<file path="src/sv/sai_pkg.sv">
`default_nettype none

package sai_pkg;

    // Tick scale of the free-running counter
    localparam int unsigned MS_PER_TICK = 1;

    // Port geometry
    localparam int unsigned IN_FIELDS_W  = 147;
    localparam int unsigned IN_TDATA_W   = 152;
    localparam int unsigned OUT_TDATA_W  = 8;
    localparam int unsigned CFG_INDEX_W  = 2;
    localparam int unsigned CFG_DATA_W   = 16;

    // Half scale in Q2.14, held one bit wider than a stick value
    localparam logic signed [16:0] HALF_Q14 = 17'sd8192;

    // Configuration register indexes
    localparam logic [CFG_INDEX_W-1:0] CFG_ARMING_MODE    = 2'd0;
    localparam logic [CFG_INDEX_W-1:0] CFG_ARM_HOLD       = 2'd1;
    localparam logic [CFG_INDEX_W-1:0] CFG_DISARM_HOLD    = 2'd2;
    localparam logic [CFG_INDEX_W-1:0] CFG_IDLE_TIMEOUT   = 2'd3;

    // Arming modes
    localparam logic [3:0] MODE_ALWAYS_DISARMED = 4'd0;
    localparam logic [3:0] MODE_ALWAYS_ARMED    = 4'd1;
    localparam logic [3:0] MODE_ROLL_LEFT       = 4'd2;
    localparam logic [3:0] MODE_ROLL_RIGHT      = 4'd3;
    localparam logic [3:0] MODE_PITCH_FWD       = 4'd4;
    localparam logic [3:0] MODE_PITCH_AFT       = 4'd5;
    localparam logic [3:0] MODE_YAW_LEFT        = 4'd6;
    localparam logic [3:0] MODE_YAW_RIGHT       = 4'd7;
    localparam logic [3:0] MODE_ACC_A           = 4'd8;
    localparam logic [3:0] MODE_ACC_B           = 4'd9;
    localparam logic [3:0] MODE_ACC_C           = 4'd10;

    // Published status codes
    localparam logic [1:0] ST_DISARMED = 2'd0;
    localparam logic [1:0] ST_ARMING   = 2'd1;
    localparam logic [1:0] ST_ARMED    = 2'd2;

    // Reset values of the registers
    localparam logic [15:0] ARM_HOLD_RESET     = 16'd1000;
    localparam logic [15:0] DISARM_HOLD_RESET  = 16'd1000;
    localparam logic [15:0] IDLE_TIMEOUT_RESET = 16'd0;

    typedef enum logic [2:0] {
        PH_DISARMED          = 3'd0,
        PH_ARMING            = 3'd1,
        PH_ARMED             = 3'd2,
        PH_DISARMING_MANUAL  = 3'd3,
        PH_DISARMING_TIMEOUT = 3'd4
    } phase_t;

    // One control tick, last field in the lowest bits
    typedef struct packed {
        logic               force_disarm;
        logic               safe_to_arm;
        logic signed [15:0] accessory_c;
        logic signed [15:0] accessory_b;
        logic signed [15:0] accessory_a;
        logic signed [15:0] yaw;
        logic signed [15:0] pitch;
        logic signed [15:0] roll;
        logic signed [15:0] throttle;
        logic [31:0]        now_tick;
        logic               reinit;
    } item_t;

    typedef struct packed {
        logic [3:0]  arming_mode;
        logic [15:0] arm_hold_ms;
        logic [15:0] disarm_hold_ms;
        logic [15:0] armed_idle_timeout_ms;
    } cfg_t;

    typedef struct packed {
        phase_t      phase;
        logic [31:0] window_start;
        logic [1:0]  published;
    } arm_state_t;

endpackage

`default_nettype wire

</file>
<file path="src/sv/sai_step.sv">
`default_nettype none

module sai_step (
    input  var sai_pkg::item_t      item,
    input  var sai_pkg::cfg_t       cfg,
    input  var sai_pkg::arm_state_t cur,
    output sai_pkg::arm_state_t     nxt,
    output logic [1:0]              armed_status,
    output logic                    status_changed
);
    import sai_pkg::*;

    phase_t             phase0;
    logic [1:0]         pub0;
    logic               sw;
    logic signed [16:0] acc;
    logic signed [16:0] level;
    logic               low;
    logic               want_arm;
    logic               want_disarm;
    logic [31:0]        elapsed;

    // Reinit clears phase and status ahead of the tick
    assign phase0 = item.reinit ? PH_DISARMED : cur.phase;
    assign pub0   = item.reinit ? ST_DISARMED : cur.published;

    // Pick the accessory switch in accessory modes
    always_comb
    begin
        sw  = 1'b1;
        acc = '0;
        case (cfg.arming_mode)
            MODE_ACC_A: acc = {item.accessory_a[15], item.accessory_a};
            MODE_ACC_B: acc = {item.accessory_b[15], item.accessory_b};
            MODE_ACC_C: acc = {item.accessory_c[15], item.accessory_c};
            default:    sw  = 1'b0;
        endcase
    end

    assign low = item.throttle[15] || (sw && (acc <= -HALF_Q14));

    // Gesture level per mode; unused modes read zero
    always_comb
    begin
        case (cfg.arming_mode)
            MODE_ROLL_LEFT:  level = {item.roll[15], item.roll};
            MODE_ROLL_RIGHT: level = -{item.roll[15], item.roll};
            MODE_PITCH_FWD:  level = {item.pitch[15], item.pitch};
            MODE_PITCH_AFT:  level = -{item.pitch[15], item.pitch};
            MODE_YAW_LEFT:   level = {item.yaw[15], item.yaw};
            MODE_YAW_RIGHT:  level = -{item.yaw[15], item.yaw};
            MODE_ACC_A, MODE_ACC_B, MODE_ACC_C: level = -acc;
            default:         level = '0;
        endcase
    end

    assign want_arm    = level <= -HALF_Q14;
    assign want_disarm = !want_arm && (level >= HALF_Q14);

    // Time since the window opened, wrapping with the tick counter
    assign elapsed = 32'((item.now_tick - cur.window_start) * MS_PER_TICK);

    // Advance the arming machine
    always_comb
    begin
        nxt.phase        = phase0;
        nxt.window_start = cur.window_start;
        nxt.published    = pub0;
        if (item.force_disarm || cfg.arming_mode == MODE_ALWAYS_DISARMED)
        begin
            nxt.published = ST_DISARMED;
        end
        else if (!low)
        begin
            if (phase0 == PH_DISARMING_MANUAL || phase0 == PH_DISARMING_TIMEOUT)
                nxt.phase = PH_ARMED;
            else if (phase0 == PH_ARMING)
                nxt.phase = PH_DISARMED;
        end
        else if (cfg.arming_mode == MODE_ALWAYS_ARMED)
        begin
            nxt.published = ST_ARMED;
        end
        else
        begin
            case (phase0)
                PH_DISARMED:
                begin
                    nxt.published = ST_DISARMED;
                    if (want_arm && item.safe_to_arm)
                    begin
                        nxt.window_start = item.now_tick;
                        nxt.phase        = PH_ARMING;
                    end
                end
                PH_ARMING:
                begin
                    nxt.published = ST_ARMING;
                    if (want_arm && elapsed > {16'd0, cfg.arm_hold_ms})
                        nxt.phase = PH_ARMED;
                    else if (!want_arm)
                        nxt.phase = PH_DISARMED;
                end
                PH_ARMED:
                begin
                    nxt.window_start = item.now_tick;
                    nxt.phase        = PH_DISARMING_TIMEOUT;
                    nxt.published    = ST_ARMED;
                end
                PH_DISARMING_TIMEOUT:
                begin
                    if (cfg.armed_idle_timeout_ms != '0
                        && elapsed > {16'd0, cfg.armed_idle_timeout_ms})
                        nxt.phase = PH_DISARMED;
                    if (want_disarm)
                    begin
                        nxt.window_start = item.now_tick;
                        nxt.phase        = PH_DISARMING_MANUAL;
                    end
                end
                PH_DISARMING_MANUAL:
                begin
                    if (want_disarm && elapsed > {16'd0, cfg.disarm_hold_ms})
                        nxt.phase = PH_DISARMED;
                    else if (!want_disarm)
                        nxt.phase = PH_ARMED;
                end
                default:
                begin
                    nxt.phase = PH_DISARMED;
                end
            endcase
        end
    end

    // Result of the tick
    assign armed_status   = nxt.published;
    assign status_changed = nxt.published != cur.published;

endmodule

`default_nettype wire

</file>
<file path="src/sv/stick_arming_interlock.sv">
// Each beat passes the input register, then the result register, to m_axis.
// Throughput: one tick per cycle; the input register and the result register
// both advance whenever the result register is empty or being taken.
// The whole arming decision is one pass of logic between those registers.
// Reset (rst_n low, asynchronous): phase disarmed, window start 0, status
// disarmed, both pipeline slots empty, registers at their reset values.
`default_nettype none

module stick_arming_interlock (
    input  wire logic                             clk,
    input  wire logic                             rst_n,
    // reinit, now_tick, throttle, roll, pitch, yaw, accessory_a,
    // accessory_b, accessory_c, safe_to_arm, force_disarm (low bit up)
    input  wire logic [sai_pkg::IN_TDATA_W-1:0]   s_axis_tdata,
    input  wire logic                             s_axis_tvalid,
    output logic                                  s_axis_tready,
    // armed_status, status_changed (low bit up)
    output logic [sai_pkg::OUT_TDATA_W-1:0]       m_axis_tdata,
    output logic                                  m_axis_tvalid,
    input  wire logic                             m_axis_tready,
    input  wire logic                             cfg_valid,
    output logic                                  cfg_ready,
    input  wire logic [sai_pkg::CFG_INDEX_W-1:0]  cfg_index,
    input  wire logic [sai_pkg::CFG_DATA_W-1:0]   cfg_data
);
    import sai_pkg::*;

    cfg_t       cfg_reg;
    arm_state_t state_reg;
    arm_state_t state_next;
    logic       in_valid_reg;
    item_t      in_item_reg;
    logic       out_valid_reg;
    logic [1:0] out_status_reg;
    logic       out_changed_reg;
    logic [1:0] status_next;
    logic       changed_next;
    logic       advance;

    assign cfg_ready = 1'b1;

    // Move the input slot into the result slot when the result slot frees up
    assign advance       = in_valid_reg && (!out_valid_reg || m_axis_tready);
    assign s_axis_tready = !in_valid_reg || advance;

    // Hold the configuration registers
    always_ff @(posedge clk or negedge rst_n)
    begin
        if (!rst_n)
        begin
            cfg_reg.arming_mode           <= MODE_ALWAYS_DISARMED;
            cfg_reg.arm_hold_ms           <= ARM_HOLD_RESET;
            cfg_reg.disarm_hold_ms        <= DISARM_HOLD_RESET;
            cfg_reg.armed_idle_timeout_ms <= IDLE_TIMEOUT_RESET;
        end
        else if (cfg_valid)
        begin
            case (cfg_index)
                CFG_ARMING_MODE:  cfg_reg.arming_mode           <= cfg_data[3:0];
                CFG_ARM_HOLD:     cfg_reg.arm_hold_ms           <= cfg_data;
                CFG_DISARM_HOLD:  cfg_reg.disarm_hold_ms        <= cfg_data;
                CFG_IDLE_TIMEOUT: cfg_reg.armed_idle_timeout_ms <= cfg_data;
                default:          ;
            endcase
        end
    end

    // Input slot valid
    always_ff @(posedge clk or negedge rst_n)
    begin
        if (!rst_n)
            in_valid_reg <= 1'b0;
        else if (s_axis_tready)
            in_valid_reg <= s_axis_tvalid;
    end

    // Capture the input beat
    always_ff @(posedge clk)
    begin
        if (s_axis_tvalid && s_axis_tready)
            in_item_reg <= item_t'(s_axis_tdata[IN_FIELDS_W-1:0]);
    end

    sai_step u_step (
        .item           (in_item_reg),
        .cfg            (cfg_reg),
        .cur            (state_reg),
        .nxt            (state_next),
        .armed_status   (status_next),
        .status_changed (changed_next)
    );

    // Commit the arming state once per tick
    always_ff @(posedge clk or negedge rst_n)
    begin
        if (!rst_n)
        begin
            state_reg.phase        <= PH_DISARMED;
            state_reg.window_start <= '0;
            state_reg.published    <= ST_DISARMED;
        end
        else if (advance)
        begin
            state_reg <= state_next;
        end
    end

    // Result slot valid
    always_ff @(posedge clk or negedge rst_n)
    begin
        if (!rst_n)
            out_valid_reg <= 1'b0;
        else if (advance)
            out_valid_reg <= 1'b1;
        else if (m_axis_tready)
            out_valid_reg <= 1'b0;
    end

    // Capture the result beat
    always_ff @(posedge clk)
    begin
        if (advance)
        begin
            out_status_reg  <= status_next;
            out_changed_reg <= changed_next;
        end
    end

    assign m_axis_tvalid = out_valid_reg;
    assign m_axis_tdata  = {(OUT_TDATA_W - 3)'(0), out_changed_reg, out_status_reg};

endmodule

`default_nettype wire

</file>
<file path="config.mk">
export PLATFORM = sky130hd
export DESIGN_NAME = stick_arming_interlock
export DESIGN_NICKNAME = d
export VERILOG_FILES = /design/src/sv/sai_pkg.sv /design/src/sv/sai_step.sv /design/src/sv/stick_arming_interlock.sv
export SDC_FILE = /design/constraint.sdc
export NUM_CORES = 1
export LEC_CHECK = 0
export BUFFER_PORTS_ARGS = -buffer_cell sky130_fd_sc_hd__buf_2
export CAP_MARGIN = 30
export CORE_ASPECT_RATIO = 1.1
export CORE_MARGIN = 2
export CORE_UTILIZATION = 38
export DETAILED_ROUTE_END_ITERATION = 6
export SETUP_SLACK_MARGIN = 0.2
export SLEW_MARGIN = 20
export SYNTH_ARGS = -nofsm -noshare
export SYNTH_HDL_FRONTEND = slang
export SYNTH_SLANG_ARGS = --single-unit
export TNS_END_PERCENT = 30
</file>
<file path="constraint.sdc">
create_clock -name clk -period 5.4 [get_ports clk]
set_clock_uncertainty 0.15 [all_clocks]
set_input_delay 0.27 -clock clk [delete_from_list [all_inputs] [get_ports clk]]
set_output_delay 0.27 -clock clk [all_outputs]
set_load 0.05 [all_outputs]
</file>
==> flow_summary.json, run 1 <==
{
  "hold_class": "in2reg",
  "crit_path_end_kind": "flip-flop",
  "nets": 1891,
  "setup_tns_ns": 0,
  "fillers": 3227,
  "clock_latency_ns": 0.55,
  "setup_viol_count_final": 0,
  "die_y_um": 205,
  "seqCellArea_um2": 6350,
  "cp-start-kind": "flip-flop",
  "multi_input_area_um2": 6920,
  "p_clk_share_pct": 25.9,
  "worst_pin_slew_ns": 0.935,
  "largest_reg_flops": 132,
  "yosysUniqueCellTypes": 86,
  "ctsHtreeMaxLevel": 1,
  "hpwl_mm": 26.7,
  "cp_max_fo": 14,
  "syn_avg_cell_area_um2": 10.7,
  "switchingPower_mw": 2.50,
  "rsz0062_at_grt": "false",
  "antennaDiodeCount": 0,
  "ctsRootBufferMaster": "clkbuf_16",
  "start_util_pct": 38.5,
  "gp_congestion": 0.902,
  "status": "completed",
  "yosysTopAreaCell": "edfxtp_1",
  "grt_pass1_wl_mm": 59.2,
  "path_clk_slew_ns": 0.06,
  "rrSetupSlack_ns": 0.67,
  "port_buffers": 159,
  "synthFlopType": "edfxtp_1",
  "vdd.ir_drop.worst_uv": 222,
  "drive_gt1_share_pct": 21.3,
  "routed_via_density": 5.34,
  "grt-ovfl-total": 0,
  "pwr-share-seq_pct": 32.5,
  "p_per_area_nw_per_um2": 388,
  "cts_made_buffers": 27,
  "p_int_mw": 4.38,
  "ys_seq_area_share_pct": 45.7,
  "grt_pass1_vias": 11467,
  "drc_errors": 0,
  "synthMostInstantiatedCell": "edfxtp_1",
  "fmax_mhz": 211,
  "cts_resized": 0,
  "total_power_mw": 6.88,
  "crit_type": "reg2reg",
  "finalCritPeriodShare_pct": 87.7,
  "hold_viol_final": 0,
  "antenna_found_initial": 0,
  "yosysTopAreaCellShare_pct": 29.2,
  "core-area_um2": 36100,
  "ys_seq_elements": 226,
  "arrival_ns": 5.02,
  "p_leak_nw": 7.28,
  "synth_area_um2": 13900,
  "combPwrFrac_pct": 41.6,
  "row_count": 73,
  "synth_edf_count": 135,
  "ys_warn_count": 0,
  "io_pins": 186,
  "routedWlPerCell_um": 17.6,
  "max_slew_margin_pct": 37.5,
  "antenna_left": 0,
  "stdcell_area_um2": 17700,
  "first_pass_iters": 5,
  "ys_top_cells_by_area": "edfxtp_1, dfrtp_1, ha_1, mux2_2, mux2_4",
  "worstPathRequired_ns": 5.68,
  "track_usage_pct": 19.6,
  "num_vias": 11418,
  "maxCapViolations": 0,
  "synthArstFlopShare_pct": 40.3,
  "die_area_um2": 38100,
  "grt_start_max_net_pins": 64,
  "period_needed_ns": 4.73,
  "area_growth_pct": 27.5,
  "drt_wl_total_mm": 37.7,
  "dpl-instance-area_um2": 15200,
  "slew_viol_final": 0,
  "p_sw_share_pct": 36.3,
  "synthTopCellsByCount": "edfxtp_1, inv_1, nand2_1, ha_1, dfrtp_1",
  "drtIter0Drc": 698,
  "clkSinkCount": 226,
  "cts_max_path_buffers": 3,
  "synth_cells": 1303,
  "chipWidth_um": 186,
  "cts_tree": "built"
}
[area by class of cell]
type	instances	area share, %
flip-flops and latches	226	35.8
clock buffers	31	4.01
well taps	487	3.44
inverters	105	2.22
repair buffers	337	14.5
clock inverters	19	0.904
multi-input cells	935	39.1
[layer usage]
layer | share of wire, % | global-route usage (%) | wire (um) | vias to the layer above
met3 | 4.5 | 2.74 | 1680 | 58
li1 | - | - | - | 5591
met2 | 50 | 35.6 | 18900 | 332
met5 | 0 | 0 | 0 | -
met4 | 2.4 | 5.17 | 900 | 0
met1 | 43 | 24.1 | 16200 | 5437
[worst paths after layout]
path                       cells after the start         start       endpoint
min                                            3     cfg_valid    cfg_reg[49]
min reg2reg                                    1  in_valid_reg  m_axis_tvalid
max                                           17   cfg_reg[48]  state_reg[19]
max reg2reg                                   17   cfg_reg[48]  state_reg[19]
min in group asynchronous                      2         rst_n     cfg_reg[9]
max in group asynchronous                      3         rst_n   state_reg[8]
[critical path, cell delays in order (launching register included)]
cell and delay [ns]:
dfrtp_1 0.39, buf_4 0.23, mux2i_1 0.26, nor2_1 0.06, o21a_1 0.24, inv_1 0.13, ha_1 0.21, inv_1 0.05
a221oi_1 0.30, a21boi_0 0.39, nand4_1 0.23, o21ai_1 0.37, o311ai_0 0.19, a31o_2 0.29, o21ai_1 0.16, o211a_4 0.39
buf_4 0.25, mux2_4 0.31
[cell usage in the layout, fill, tap and decap left out, drive strengths merged, types with 25 or more instances in the layout]
cell type    count
buf            181
dlygate4sd3    156
edfxtp         135
inv            108
mux2            96
nand2           87
ha              83
dfrtp           79
a21oi           74
nor2            65
o21ai           61
nor3            41
clkbuf          31
nand4           30
nand3           25
[logic make-up after synthesis]
| group | share of synthesized area, % |
|---|---|
| compound gates | 15.5 |
| xor+xnor | 1.95 |
| fa+ha+maj | 7.62 |
| buf+inv | 4.59 |
| flops | 45.7 |
| mux | 9.68 |
| other cells | 0.0541 |
| simple gates | 14.9 |
[power groups by stage]
stage | logic, mW | clock network (mW) | registers (mW)
global route | 3.20 | 1.91 | 2.26
floorplan | 2.05 | 0 | 2.23
CTS | 2.86 | 1.83 | 2.23
global placement | 2.69 | 0 | 2.26
detailed placement | 2.75 | 0 | 2.26
finish | 2.86 | 1.78 | 2.23
[repair_timing]
action | CTS | global route
hold buffers | 156 | 0
hold endpoints to repair | 230 | 0
buffers inserted | 0 | 0
[metrics by stage]
stage	utilization, %	instances	setup WS [ns]	hold WS, ns
2_1_floorplan	-	1307	0.545	-0.176
3_3_place_gp	42.2	1931	0.778	0.180
3_5_place_dp	42.2	1931	0.716	0.186
4_1_cts	48.9	2137	0.712	0.0907
5_1_grt	49.1	2140	0.390	0.127
6_report	49.1	2140	0.666	0.109
No activity file was read; power rests on OpenSTA's default activity.
==> inputs of run 2 (changes only) <==
- MAX_ROUTING_LAYER: default -> met4
==> run 2 against run 1 <==
Effect of this change:
- maximum frequency rose by 0.39%
- combinational power barely moved
- total power fell by 0.61%
- routed wire length fell by 0.98%
- non-clock buffer count rose by 1
- critical path type unchanged
- global-route usage rose by 0.74 points
- clock power fell by 4%
==> flow_summary.json, run 2 (synthesis gave the netlist of run 1 again) <==
{
  "placedCellCount": 1933,
  "period_needed_ns": 4.72,
  "num_vias": 11503,
  "routedWlPerCell_um": 17.4,
  "die_area_um2": 38100,
  "final_common_cell": "buf_2",
  "core-area_um2": 36100,
  "setup_viol_count_final": 0,
  "routed_via_density": 5.38,
  "cp-start-kind": "flip-flop",
  "slew_viol_final": 0,
  "p_leak_nw": 7.25,
  "setup_tns_ns": 0,
  "worstReg2RegEnd": "state_reg[24]",
  "rrSetupSlack_ns": 0.68,
  "whs_path_depth": 3,
  "rsz0062_at_grt": "false",
  "largest_reg_flops": 132,
  "hpwl_mm": 26.8,
  "vdd.ir_drop.worst_uv": 257,
  "track_usage_pct": 20.3,
  "fmax_mhz": 212,
  "antenna_found_initial": 0,
  "cts_resized": 0,
  "stdcell_count": 2139,
  "gp_congestion": 0.882,
  "drtIter0Drc": 740,
  "p_per_area_nw_per_um2": 387,
  "worstPathRequired_ns": 5.68,
  "drive_gt1_share_pct": 21.2,
  "crit_type": "reg2reg",
  "cts_setup_buffers": 0,
  "cts_tree": "built",
  "antenna_left": 0,
  "rr_worst_depth": 17,
  "worst_pin_slew_ns": 0.966,
  "status": "completed",
  "finalCritPeriodShare_pct": 87.3,
  "hold_viol_final": 0,
  "crit_path_end_kind": "flip-flop",
  "io_pins": 186,
  "area_growth_pct": 27.1,
  "chipWidth_um": 186,
  "cts_max_path_buffers": 3,
  "antennaDiodeCount": 0,
  "die_y_um": 205,
  "clock_latency_ns": 0.55,
  "hold_class": "in2reg",
  "first_pass_iters": 5,
  "start_util_pct": 38.5,
  "cts_made_buffers": 27,
  "whs_endpoint": "cfg_reg[50]",
  "dpl-instance-area_um2": 15200,
  "row_count": 73,
  "nets": 1892,
  "ctsRootBufferMaster": "clkbuf_16",
  "grt_start_max_net_pins": 67,
  "clkSinkCount": 226,
  "max_slew_margin_pct": 35.4,
  "ctsHtreeMaxLevel": 1,
  "hp-start": "cfg_index[0]",
  "arrival_ns": 5.00,
  "maxCapViolations": 0,
  "port_buffers": 159,
  "grt_pass1_vias": 11711,
  "stdcell_area_um2": 17700,
  "drc_errors": 0,
  "cp_max_fo": 14,
  "grt-ovfl-total": 0,
  "crit-reg2reg-launch": "cfg_reg[48]",
  "path_clk_slew_ns": 0.06,
  "drt_wl_total_mm": 37.3,
  "layout_common_cells": "buf_2, dlygate4sd3_1, edfxtp_1",
  "grt_pass1_wl_mm": 59.8
}
## run 2: cell count changes in the layout (fill, tap and decap cells not counted)
cell,before,now
clkbuf_1,2,5
clkinv_1,6,3
clkinv_4,1,4
buf_4,19,21
buf_8,2,0
clkbuf_8,2,0
clkinv_2,5,7
inv_6,3,1
bufinv_16,2,1
inv_4,1,0
## run 2: cell type report
cell class,count,area (um2)
well taps,487,609
fillers,3252,18400
inverters,105,394
clock buffers,31,691
clock inverters,17,131
repair buffers,338,2560
multi-input cells,935,6920
flip-flops and latches,226,6350
## run 2: layer usage
| metal | wire length [um] | track usage [%] | part of all wire [%] | vias to the layer above |
|---|---|---|---|---|
| met5 | 0 | - | 0 | - |
| li1 | - | - | - | 5591 |
| met4 | 1400 | 7.68 | 3.8 | 0 |
| met1 | 15900 | 24.4 | 43 | 5474 |
| met3 | 1620 | 2.76 | 4.3 | 92 |
| met2 | 18400 | 34.7 | 49 | 346 |
## run 2: what timing repair did
| action | 4_1_cts | 5_1_grt |
|---|---|---|
| hold endpoints to repair | 230 | 0 |
| endpoints found under the setup margin | 0 | 0 |
| hold buffers | 156 | 0 |
## run 2: worst max-delay path, stage by stage, from the launching register on
cell and delay [ns]:
dfrtp_1 0.40, buf_4 0.24, mux2i_1 0.22, nor2_1 0.07
o21a_1 0.23, inv_1 0.12, ha_1 0.19, inv_1 0.05
a221oi_1 0.32, a21boi_0 0.41, nand4_1 0.22, o21ai_1 0.35
o311ai_0 0.20, a31o_2 0.29, o21ai_1 0.17, o211a_4 0.40
buf_4 0.25, mux2_4 0.31
## run 2: how the worst max path moves through the flow
stage                              from  depth (start not counted)              to
final                       cfg_reg[48]                         17   state_reg[24]
after global routing        cfg_reg[48]                         17   state_reg[21]
after CTS                   cfg_reg[48]                         17   state_reg[24]
after detailed placement    cfg_reg[48]                         17   state_reg[23]
after global placement      cfg_reg[48]                         17   state_reg[24]
after floorplan           m_axis_tvalid                          2  in_item_reg[0]
## run 2: stage by stage
stage | util, % | hold WS [ns] | setup slack [ns] | total power, mW
after floorplan | - | -0.176 | 0.545 | 4.28
after global placement | 42.2 | 0.175 | 0.785 | 4.97
after detailed placement | 42.2 | 0.176 | 0.756 | 5.03
after CTS | 48.8 | 0.0400 | 0.721 | 6.87
after global routing | 48.9 | 0.0722 | 0.422 | 7.36
final | 48.9 | 0.0665 | 0.684 | 6.83
## run 2: report_power, final
group	switching [mW]	internal [mW]
Sequential	0.147	2.09
Clock	0.744	0.967
Combinational	1.62	1.27
Total	2.51	4.32
